[src/design/llsp_pkg.sv]
// Package for the least-loaded server picker.
// Holds the sizes, operation and status codes, the controller types and the load report helper.
// No dependencies.
`default_nettype none

package llsp_pkg;

	localparam int SLOTS_PER_POOL = 16;
	localparam int LOAD_BITS      = 16;
	localparam int TOTAL_SLOTS    = 2 * SLOTS_PER_POOL;
	localparam int SLOT_W         = $clog2(TOTAL_SLOTS);
	localparam int PIDX_W         = (SLOTS_PER_POOL > 1) ? $clog2(SLOTS_PER_POOL) : 1;
	localparam int ID_W           = 16;
	localparam int FUNC_W         = 2;
	localparam int STATUS_W       = 2;
	localparam int REP_W          = LOAD_BITS + 16;

	localparam logic [FUNC_W-1:0] FN_REGISTER = 2'd0;
	localparam logic [FUNC_W-1:0] FN_ALLOCATE = 2'd1;
	localparam logic [FUNC_W-1:0] FN_RELEASE  = 2'd2;

	localparam logic [STATUS_W-1:0] STS_OK     = 2'd0;
	localparam logic [STATUS_W-1:0] STS_EMPTY  = 2'd1;
	localparam logic [STATUS_W-1:0] STS_FULL   = 2'd2;
	localparam logic [STATUS_W-1:0] STS_NONPOS = 2'd3;

	typedef enum logic [1:0] {
		ST_IDLE,
		ST_SCAN,
		ST_FINISH
	} llsp_state_t;

	typedef struct packed {
		logic load;
		logic scan;
		logic commit;
	} llsp_cmd_t;

	typedef struct packed {
		logic scan_last;
	} llsp_sts_t;

	// Loads wider than the report field saturate at all ones.
	function automatic logic [15:0] report_load(input logic [LOAD_BITS-1:0] v);
		logic [REP_W-1:0] ext;
		ext = REP_W'(v);
		if (ext > REP_W'(16'hFFFF)) begin
			return 16'hFFFF;
		end
		return ext[15:0];
	endfunction

endpackage

`default_nettype wire

[src/design/least_loaded_server_picker_core.sv]
// Least-loaded server picker: two pools of server slots with load counts.
// Requests register a server, allocate the least loaded one, or release one load.
// Requests enter on req_valid/req_stall; each gives one response on rsp_valid/rsp_stall
// carrying status, chosen_id and prior_load.
// A request is scanned one slot per cycle over the sixteen slots of its pool,
// then the table and the result register are updated in the finish state.
// The controller then returns to idle, and only there accepts the next request.
// req_stall is high from acceptance until the update cycle has passed.
// The result register holds a response while rsp_stall is high; the next
// request is accepted and scanned meanwhile, and its update waits until the
// held response is taken.
// Reset clears every slot (all pools empty) and drops any pending response.
// Depends on llsp_pkg, llsp_ctrl and llsp_dpath.
`default_nettype none

module least_loaded_server_picker_core (
	input  wire logic                          clk,
	input  wire logic                          arst_n,
	input  wire logic                          req_valid,
	output logic                               req_stall,
	input  wire logic [llsp_pkg::FUNC_W-1:0]   func,
	input  wire logic                          pool,
	input  wire logic [llsp_pkg::ID_W-1:0]     server_id,
	output logic                               rsp_valid,
	input  wire logic                          rsp_stall,
	output logic [llsp_pkg::STATUS_W-1:0]      status,
	output logic [llsp_pkg::ID_W-1:0]          chosen_id,
	output logic [15:0]                        prior_load
);
	import llsp_pkg::*;

	llsp_cmd_t cmd;
	llsp_sts_t sts;

	llsp_ctrl u_ctrl (
		.clk       (clk),
		.arst_n    (arst_n),
		.req_valid (req_valid),
		.req_stall (req_stall),
		.rsp_valid (rsp_valid),
		.rsp_stall (rsp_stall),
		.cmd       (cmd),
		.sts       (sts)
	);

	llsp_dpath u_dpath (
		.clk        (clk),
		.arst_n     (arst_n),
		.cmd        (cmd),
		.sts        (sts),
		.func       (func),
		.pool       (pool),
		.server_id  (server_id),
		.status     (status),
		.chosen_id  (chosen_id),
		.prior_load (prior_load)
	);

	// Only one request is in work at a time.
	a_one_in_work: assert property (@(posedge clk) disable iff (!arst_n)
		(req_valid && !req_stall) |=> req_stall)
		else $error("request accepted while another is in work");

	// An allocate that reports a non-positive id must report id zero.
	a_nonpos_id: assert property (@(posedge clk) disable iff (!arst_n)
		(rsp_valid && (status == STS_NONPOS)) |-> (chosen_id == '0))
		else $error("non-positive status with a nonzero id");

	// A full pool reports no load.
	a_full_load: assert property (@(posedge clk) disable iff (!arst_n)
		(rsp_valid && (status == STS_FULL)) |-> (prior_load == '0))
		else $error("full status with a nonzero load");

endmodule

`default_nettype wire

[src/design/llsp_ctrl.sv]
// Controller of the least-loaded server picker: request acceptance, scan sequencing,
// commit and the response valid flag. Depends on llsp_pkg.
`default_nettype none

module llsp_ctrl (
	input  wire logic            clk,
	input  wire logic            arst_n,
	input  wire logic            req_valid,
	output logic                 req_stall,
	output logic                 rsp_valid,
	input  wire logic            rsp_stall,
	output llsp_pkg::llsp_cmd_t  cmd,
	input  wire llsp_pkg::llsp_sts_t sts
);
	import llsp_pkg::*;

	llsp_state_t state_q, state_d;
	logic        rsp_valid_q;

	always_ff @(posedge clk or negedge arst_n) begin
		if (!arst_n) begin
			state_q     <= ST_IDLE;
			rsp_valid_q <= 1'b0;
		end else begin
			state_q <= state_d;
			if (cmd.commit) begin
				rsp_valid_q <= 1'b1;
			end else if (rsp_valid_q && !rsp_stall) begin
				rsp_valid_q <= 1'b0;
			end
		end
	end

	always_comb begin
		state_d    = state_q;
		cmd.load   = 1'b0;
		cmd.scan   = 1'b0;
		cmd.commit = 1'b0;
		unique case (state_q)
			ST_IDLE: begin
				if (req_valid) begin
					cmd.load = 1'b1;
					state_d  = ST_SCAN;
				end
			end
			ST_SCAN: begin
				cmd.scan = 1'b1;
				if (sts.scan_last) begin
					state_d = ST_FINISH;
				end
			end
			ST_FINISH: begin
				// The result register must be free, or emptied in this cycle.
				if (!rsp_valid_q || !rsp_stall) begin
					cmd.commit = 1'b1;
					state_d    = ST_IDLE;
				end
			end
			default: begin
				state_d = ST_IDLE;
			end
		endcase
	end

	assign req_stall = (state_q != ST_IDLE);
	assign rsp_valid = rsp_valid_q;

endmodule

`default_nettype wire

[src/design/llsp_dpath.sv]
// Datapath of the least-loaded server picker: slot table, one-slot-per-cycle scan,
// table update and result register. Depends on llsp_pkg.
`default_nettype none

module llsp_dpath (
	input  wire logic                          clk,
	input  wire logic                          arst_n,
	input  wire llsp_pkg::llsp_cmd_t           cmd,
	output llsp_pkg::llsp_sts_t                sts,
	input  wire logic [llsp_pkg::FUNC_W-1:0]   func,
	input  wire logic                          pool,
	input  wire logic [llsp_pkg::ID_W-1:0]     server_id,
	output logic [llsp_pkg::STATUS_W-1:0]      status,
	output logic [llsp_pkg::ID_W-1:0]          chosen_id,
	output logic [15:0]                        prior_load
);
	import llsp_pkg::*;

	logic [TOTAL_SLOTS-1:0] valid_q;
	logic [ID_W-1:0]        server_q [TOTAL_SLOTS];
	logic [LOAD_BITS-1:0]   load_q   [TOTAL_SLOTS];

	logic [FUNC_W-1:0]    func_q;
	logic                 pool_q;
	logic [ID_W-1:0]      id_q;
	logic [PIDX_W-1:0]    cnt_q;

	logic                 match_q, free_q, best_q;
	logic [SLOT_W-1:0]    match_idx_q, free_idx_q, best_idx_q;
	logic [LOAD_BITS-1:0] match_load_q, best_load_q;
	logic [ID_W-1:0]      best_server_q;

	logic [SLOT_W-1:0]    rd_idx;
	logic                 rd_valid;
	logic [ID_W-1:0]      rd_server;
	logic [LOAD_BITS-1:0] rd_load;
	logic                 rd_better;

	logic                 wr_en, wr_new;
	logic [SLOT_W-1:0]    wr_idx;
	logic [LOAD_BITS-1:0] wr_load;
	logic [STATUS_W-1:0]  res_status;
	logic [ID_W-1:0]      res_chosen;
	logic [15:0]          res_prior;

	assign rd_idx    = pool_q ? (SLOT_W'(SLOTS_PER_POOL) + SLOT_W'(cnt_q)) : SLOT_W'(cnt_q);
	assign rd_valid  = valid_q[rd_idx];
	assign rd_server = server_q[rd_idx];
	assign rd_load   = load_q[rd_idx];
	assign rd_better = !best_q || (rd_load < best_load_q) ||
		((rd_load == best_load_q) && (rd_server < best_server_q));

	assign sts.scan_last = (cnt_q == PIDX_W'(SLOTS_PER_POOL - 1));

	// Request capture and the running scan results.
	always_ff @(posedge clk or negedge arst_n) begin
		if (!arst_n) begin
			cnt_q   <= '0;
			match_q <= 1'b0;
			free_q  <= 1'b0;
			best_q  <= 1'b0;
		end else if (cmd.load) begin
			cnt_q   <= '0;
			match_q <= 1'b0;
			free_q  <= 1'b0;
			best_q  <= 1'b0;
		end else if (cmd.scan) begin
			cnt_q <= cnt_q + PIDX_W'(1);
			if (rd_valid && (rd_server == id_q) && !match_q) begin
				match_q <= 1'b1;
			end
			if (!rd_valid && !free_q) begin
				free_q <= 1'b1;
			end
			if (rd_valid && rd_better) begin
				best_q <= 1'b1;
			end
		end
	end

	always_ff @(posedge clk) begin
		if (cmd.load) begin
			func_q <= func;
			pool_q <= pool;
			id_q   <= server_id;
		end
		if (cmd.scan) begin
			if (rd_valid && (rd_server == id_q) && !match_q) begin
				match_idx_q  <= rd_idx;
				match_load_q <= rd_load;
			end
			if (!rd_valid && !free_q) begin
				free_idx_q <= rd_idx;
			end
			if (rd_valid && rd_better) begin
				best_idx_q    <= rd_idx;
				best_load_q   <= rd_load;
				best_server_q <= rd_server;
			end
		end
	end

	always_comb begin
		wr_en      = 1'b0;
		wr_new     = 1'b0;
		wr_idx     = match_idx_q;
		wr_load    = '0;
		res_status = STS_OK;
		res_chosen = id_q;
		res_prior  = '0;
		case (func_q)
			FN_REGISTER: begin
				if (match_q) begin
					res_prior = report_load(match_load_q);
				end else if (free_q) begin
					wr_en  = 1'b1;
					wr_new = 1'b1;
					wr_idx = free_idx_q;
				end else begin
					res_status = STS_FULL;
				end
			end
			FN_ALLOCATE: begin
				if (!best_q) begin
					res_status = STS_EMPTY;
					res_chosen = '0;
				end else begin
					wr_en      = 1'b1;
					wr_idx     = best_idx_q;
					wr_load    = (best_load_q == '1) ? best_load_q
						: best_load_q + LOAD_BITS'(1);
					res_chosen = best_server_q;
					res_prior  = report_load(best_load_q);
					if (best_server_q == '0) begin
						res_status = STS_NONPOS;
					end
				end
			end
			FN_RELEASE: begin
				if (!match_q) begin
					res_status = STS_EMPTY;
				end else begin
					wr_en     = 1'b1;
					wr_idx    = match_idx_q;
					wr_load   = (match_load_q == '0) ? '0 : match_load_q - LOAD_BITS'(1);
					res_prior = report_load(match_load_q);
				end
			end
			default: begin
				// Unused operation code: the table does not change.
			end
		endcase
	end

	always_ff @(posedge clk or negedge arst_n) begin
		if (!arst_n) begin
			valid_q <= '0;
		end else if (cmd.commit && wr_new) begin
			valid_q[wr_idx] <= 1'b1;
		end
	end

	always_ff @(posedge clk) begin
		if (cmd.commit) begin
			if (wr_en) begin
				load_q[wr_idx] <= wr_load;
			end
			if (wr_new) begin
				server_q[wr_idx] <= id_q;
			end
			status     <= res_status;
			chosen_id  <= res_chosen;
			prior_load <= res_prior;
		end
	end

endmodule

`default_nettype wire

[config.mk]
export PLATFORM = sky130hd
export DESIGN_NAME = least_loaded_server_picker_core
export DESIGN_NICKNAME = d
export VERILOG_FILES = /design/src/design/llsp_pkg.sv /design/src/design/least_loaded_server_picker_core.sv /design/src/design/llsp_ctrl.sv /design/src/design/llsp_dpath.sv
export SDC_FILE = /design/constraint.sdc
export NUM_CORES = 1
export LEC_CHECK = 0
export BUFFER_PORTS_ARGS = -buffer_cell sky130_fd_sc_hd__buf_2
export CAP_MARGIN = 20
export CELL_PAD_IN_SITES_DETAIL_PLACEMENT = 1
export CELL_PAD_IN_SITES_GLOBAL_PLACEMENT = 1
export CORE_MARGIN = 2
export CORE_UTILIZATION = 60
export DETAILED_ROUTE_END_ITERATION = 8
export PLACE_DENSITY = 0.86
export SYNTH_ARGS = -nofsm -noshare
export SYNTH_HDL_FRONTEND = slang
export SYNTH_HIERARCHICAL = 1
export SYNTH_SLANG_ARGS = --single-unit
[constraint.sdc]
create_clock -name clk -period 13.5 [get_ports clk]
set_input_delay 2.025 -clock clk [delete_from_list [all_inputs] [get_ports clk]]
set_output_delay 2.025 -clock clk [all_outputs]
set_load 0.01 [all_outputs]
==> reports/results.ini <==
[clock_network]
cts.clk_slew.worst_paths_ns = 0.07
postCtsSetupRepairBufs = 0
cts_buffer_depth = 3
h-tree-depth = 3
cts_resized = 0
cts_tree = built
clk_latency_ns = 0.71
clock_sinks = 1182
root_buffer = clkbuf_16
cts_buffers = 112
hold_buffers = 0

[yosys]
yosysSeqAreaShare_pct = 74.7
synthArstFlopShare_pct = 3.55
synthFlopType = edfxtp_1
yosys_warnings = 6
yosysUniqueCellTypes = 77
yosysMostFrequentCell = edfxtp_1
synth_edf_count = 1140
syn_nets = 2465
yosys-top-cells-area = edfxtp_1 73%, mux4_2 12%, dfrtp_1 2.2%
yosysTopAreaCellShare_pct = 72.5
synthesis.instances = 2404
synthesis.area_sq_mm = 0.0472
synthTopCellsByCount = 1140 x edfxtp_1, 249 x mux4_2, 124 x nor2_1
syn_area_per_cell_sq_um = 19.6
ys_seq_elements = 1182
yosys.area.top_type = edfxtp_1

[routing]
routedWlPerCell_um = 43.4
drtPass1Iterations = 6
drcViolationCount = 0
ant_nets = 0
viasPerCell = 7.71
wl_um = 162000
drt_iter0_drc = 5882
vias = 28800

[timing]
fin_skew_ns = 0.0363
setup_viol = 0
worst_slew_pin_slew_ns = 1.25
maxSlewViolCount = 0
min_period_ns = 6.86
hold_viol_final = 0
fin_crit_sh_pct = 50.8
tns_ns = 0
rsz0062_at_grt = false
relSlewSlack_pct = 16.3
fmax_mhz = 146

[die]
num_rows = 102
die-area_sq_mm = 0.0809
num_io_pins = 59
die_h_um = 285
core_area_sq_mm = 0.0777
initial_core_util_pct = 60.7
dieWidth_um = 285

[global_routing]
antenna_found_initial = 5
grt_pass1_vias = 28000
grt_max_degree = 102
grt_use_total_pct = 37.2
grt_pass1_wl_um = 213000
overflow = 0

[setup_path]
cp_slowest_cell = dfrtp_4
crit_family = buffers and inverters
slowest_delay_ns = 0.97
path_buf_inv = 4
reg2regPathDepth = 15
worstPathCellList = buf_12 > buf_4 > mux4_2 > a2111oi_0 > buf_4 > a31oi_1 > ha_1 > a21oi_1 > nor2b_1 > o21ai_0 > nand2_1 > a211oi_1 > o21ai_0 > a21oi_4 > buf_4
path_class = flip-flop to flip-flop
end_kind = flip-flop
reg2reg_slack_ns = 6.64
rr_startpoint = u_dpath/cnt_q[0]
arrival_ns = 7.21
path_max_fanout = 101
crit_top_cell = buf_4
critPathRequiredTime_ns = 13.85
crit_path_start_kind = flip-flop
crit_path_end = u_dpath/best_load_q[0]
cp.depth = 15
r2r-end = u_dpath/best_load_q[0]
worstSetupStartpoint = u_dpath/cnt_q[0]

[run_status]
outcome = finished clean

[worst_hold_path]
hold_path.class = flip-flop to flip-flop
hp-start = u_dpath/valid_q[4]

[power_and_ir_drop]
ir_drop_mv = 0.140
switching_share_pct = 33.2
internal_power_mw = 7.11
powerDensity_mw_per_mm2 = 200
p_leak_nw = 17.9
switchingPower_mw = 3.53
clock_power_share_pct = 31.1
p_comb_share_pct = 27.9
p_seq_share_pct = 40.9

[cells_and_area]
syn2layout_area_growth_pct = 12.9
final_area_sq_mm = 0.0533
fin_nets = 2656
layout-drive-gt1-share_pct = 24.7
n_fill_cell = 6074

[placed_design]
place_hpwl_um = 79600
numPortBuffers = 58
placed_area_sq_mm = 0.0490
finalWeightedCongestion = 0.913

[run]
drv_cap = 0

-- cells by family after synthesis --
family | share of synthesized area, %
buffers and inverters | 1.96
AND/OR/NAND/NOR | 4.34
multiplexers | 14.1
AO/OA/AOI/OAI | 3.20
XOR/XNOR | 0.649
flip-flops | 74.7
adder cells (fa/ha/maj) | 1.01
-- cell type report --
cell class | count | area, sq um | share of cell area [%]
Inverter | 60 | 225 | 0.423
Tap cell | 1040 | 1300 | 2.44
Timing Repair Buffer | 187 | 1710 | 3.21
Antenna cell | 1 | 2.50 | 0.00470
Multi-Input combinational cell | 1052 | 11100 | 20.7
Sequential cell | 1182 | 35300 | 66.2
Clock inverter | 67 | 656 | 1.23
Clock buffer | 145 | 3040 | 5.70
-- layer usage --
| metal | track usage [%] | vias up | part of all wire [%] |
|---|---|---|---|
| met5 | 0 | - | 0.012 |
| met4 | 14.9 | 4 | 5.5 |
| met3 | 10.2 | 702 | 15 |
| met2 | 57.7 | 3519 | 46 |
| met1 | 50.7 | 14400 | 33 |
| li1 | - | 10200 | - |
-- power groups by stage --
stage          combinational [mW]  clock [mW]  sequential [mW]
3_3_place_gp                 2.46           0             4.41
4_1_cts                      2.74        3.22             4.35
3_5_place_dp                 2.60           0             4.42
6_report                     2.97        3.31             4.35
5_1_grt                      3.01        3.41             4.36
2_1_floorplan                1.89           0             4.33
-- per-stage QoR --
| step | setup WS [ns] | instances | hold WS, ns | util (%) | power (mW) |
|---|---|---|---|---|---|
| 6_report | 6.64 | 3734 | 0.472 | 68.6 | 10.6 |
| 5_1_grt | 6.28 | 3733 | 0.492 | 68.6 | 10.8 |
| 4_1_cts | 6.87 | 3706 | 0.474 | 67.8 | 10.3 |
| 3_5_place_dp | 7.14 | 3494 | 0.453 | 63.0 | 7.02 |
| 3_3_place_gp | 7.33 | 3489 | 0.443 | 62.9 | 6.87 |
| 2_1_floorplan | 7.34 | 2404 | 0.428 | - | 6.22 |
-- flip-flops by register name, indices dropped and copies added (netlist names), 16 cells and up --
name	cells
u_dpath/best_server_q	16
u_dpath/prior_load	16
u_dpath/match_load_q	16
u_dpath/id_q	16
u_dpath/load_q	512
u_dpath/valid_q	32
u_dpath/server_q	512
u_dpath/best_load_q	16
u_dpath/chosen_id	16
-- layout by cell type (no fill, tap or decap), types with 20 or more instances in the layout --
master | synthesis | layout
edfxtp_1 | 1140 | 1140
o22ai_1 | 42 | 42
a22oi_1 | 30 | 30
mux4_2 | 249 | 249
clkinv_2 | 0 | 24
or2_2 | 25 | 25
clkbuf_16 | 0 | 115
ha_1 | 38 | 38
clkbuf_1 | 38 | 24
nand2_1 | 107 | 107
and2_1 | 24 | 24
buf_4 | 14 | 98
nand3_1 | 22 | 22
buf_2 | 19 | 60
dfrtp_1 | 42 | 38
clkinv_1 | 1 | 23
xnor2_1 | 27 | 27
mux2i_1 | 90 | 90
a21oi_1 | 26 | 24
nor2_1 | 124 | 113
inv_1 | 59 | 59
nor3_1 | 20 | 20
-- worst min-delay path by stage --
| stage | end | slack (ns) | cells past startpoint |
|---|---|---|---|
| 2_1_floorplan | u_dpath/valid_q[23] | 0.43 | 1 |
| 3_5_place_dp | u_dpath/valid_q[22] | 0.45 | 1 |
| 6_report | u_dpath/valid_q[4] | 0.47 | 1 |
| 3_3_place_gp | u_dpath/valid_q[23] | 0.44 | 1 |
| 4_1_cts | u_dpath/valid_q[1] | 0.47 | 1 |
| 5_1_grt | u_dpath/valid_q[4] | 0.49 | 1 |
No activity file was read; power rests on OpenSTA's default activity.
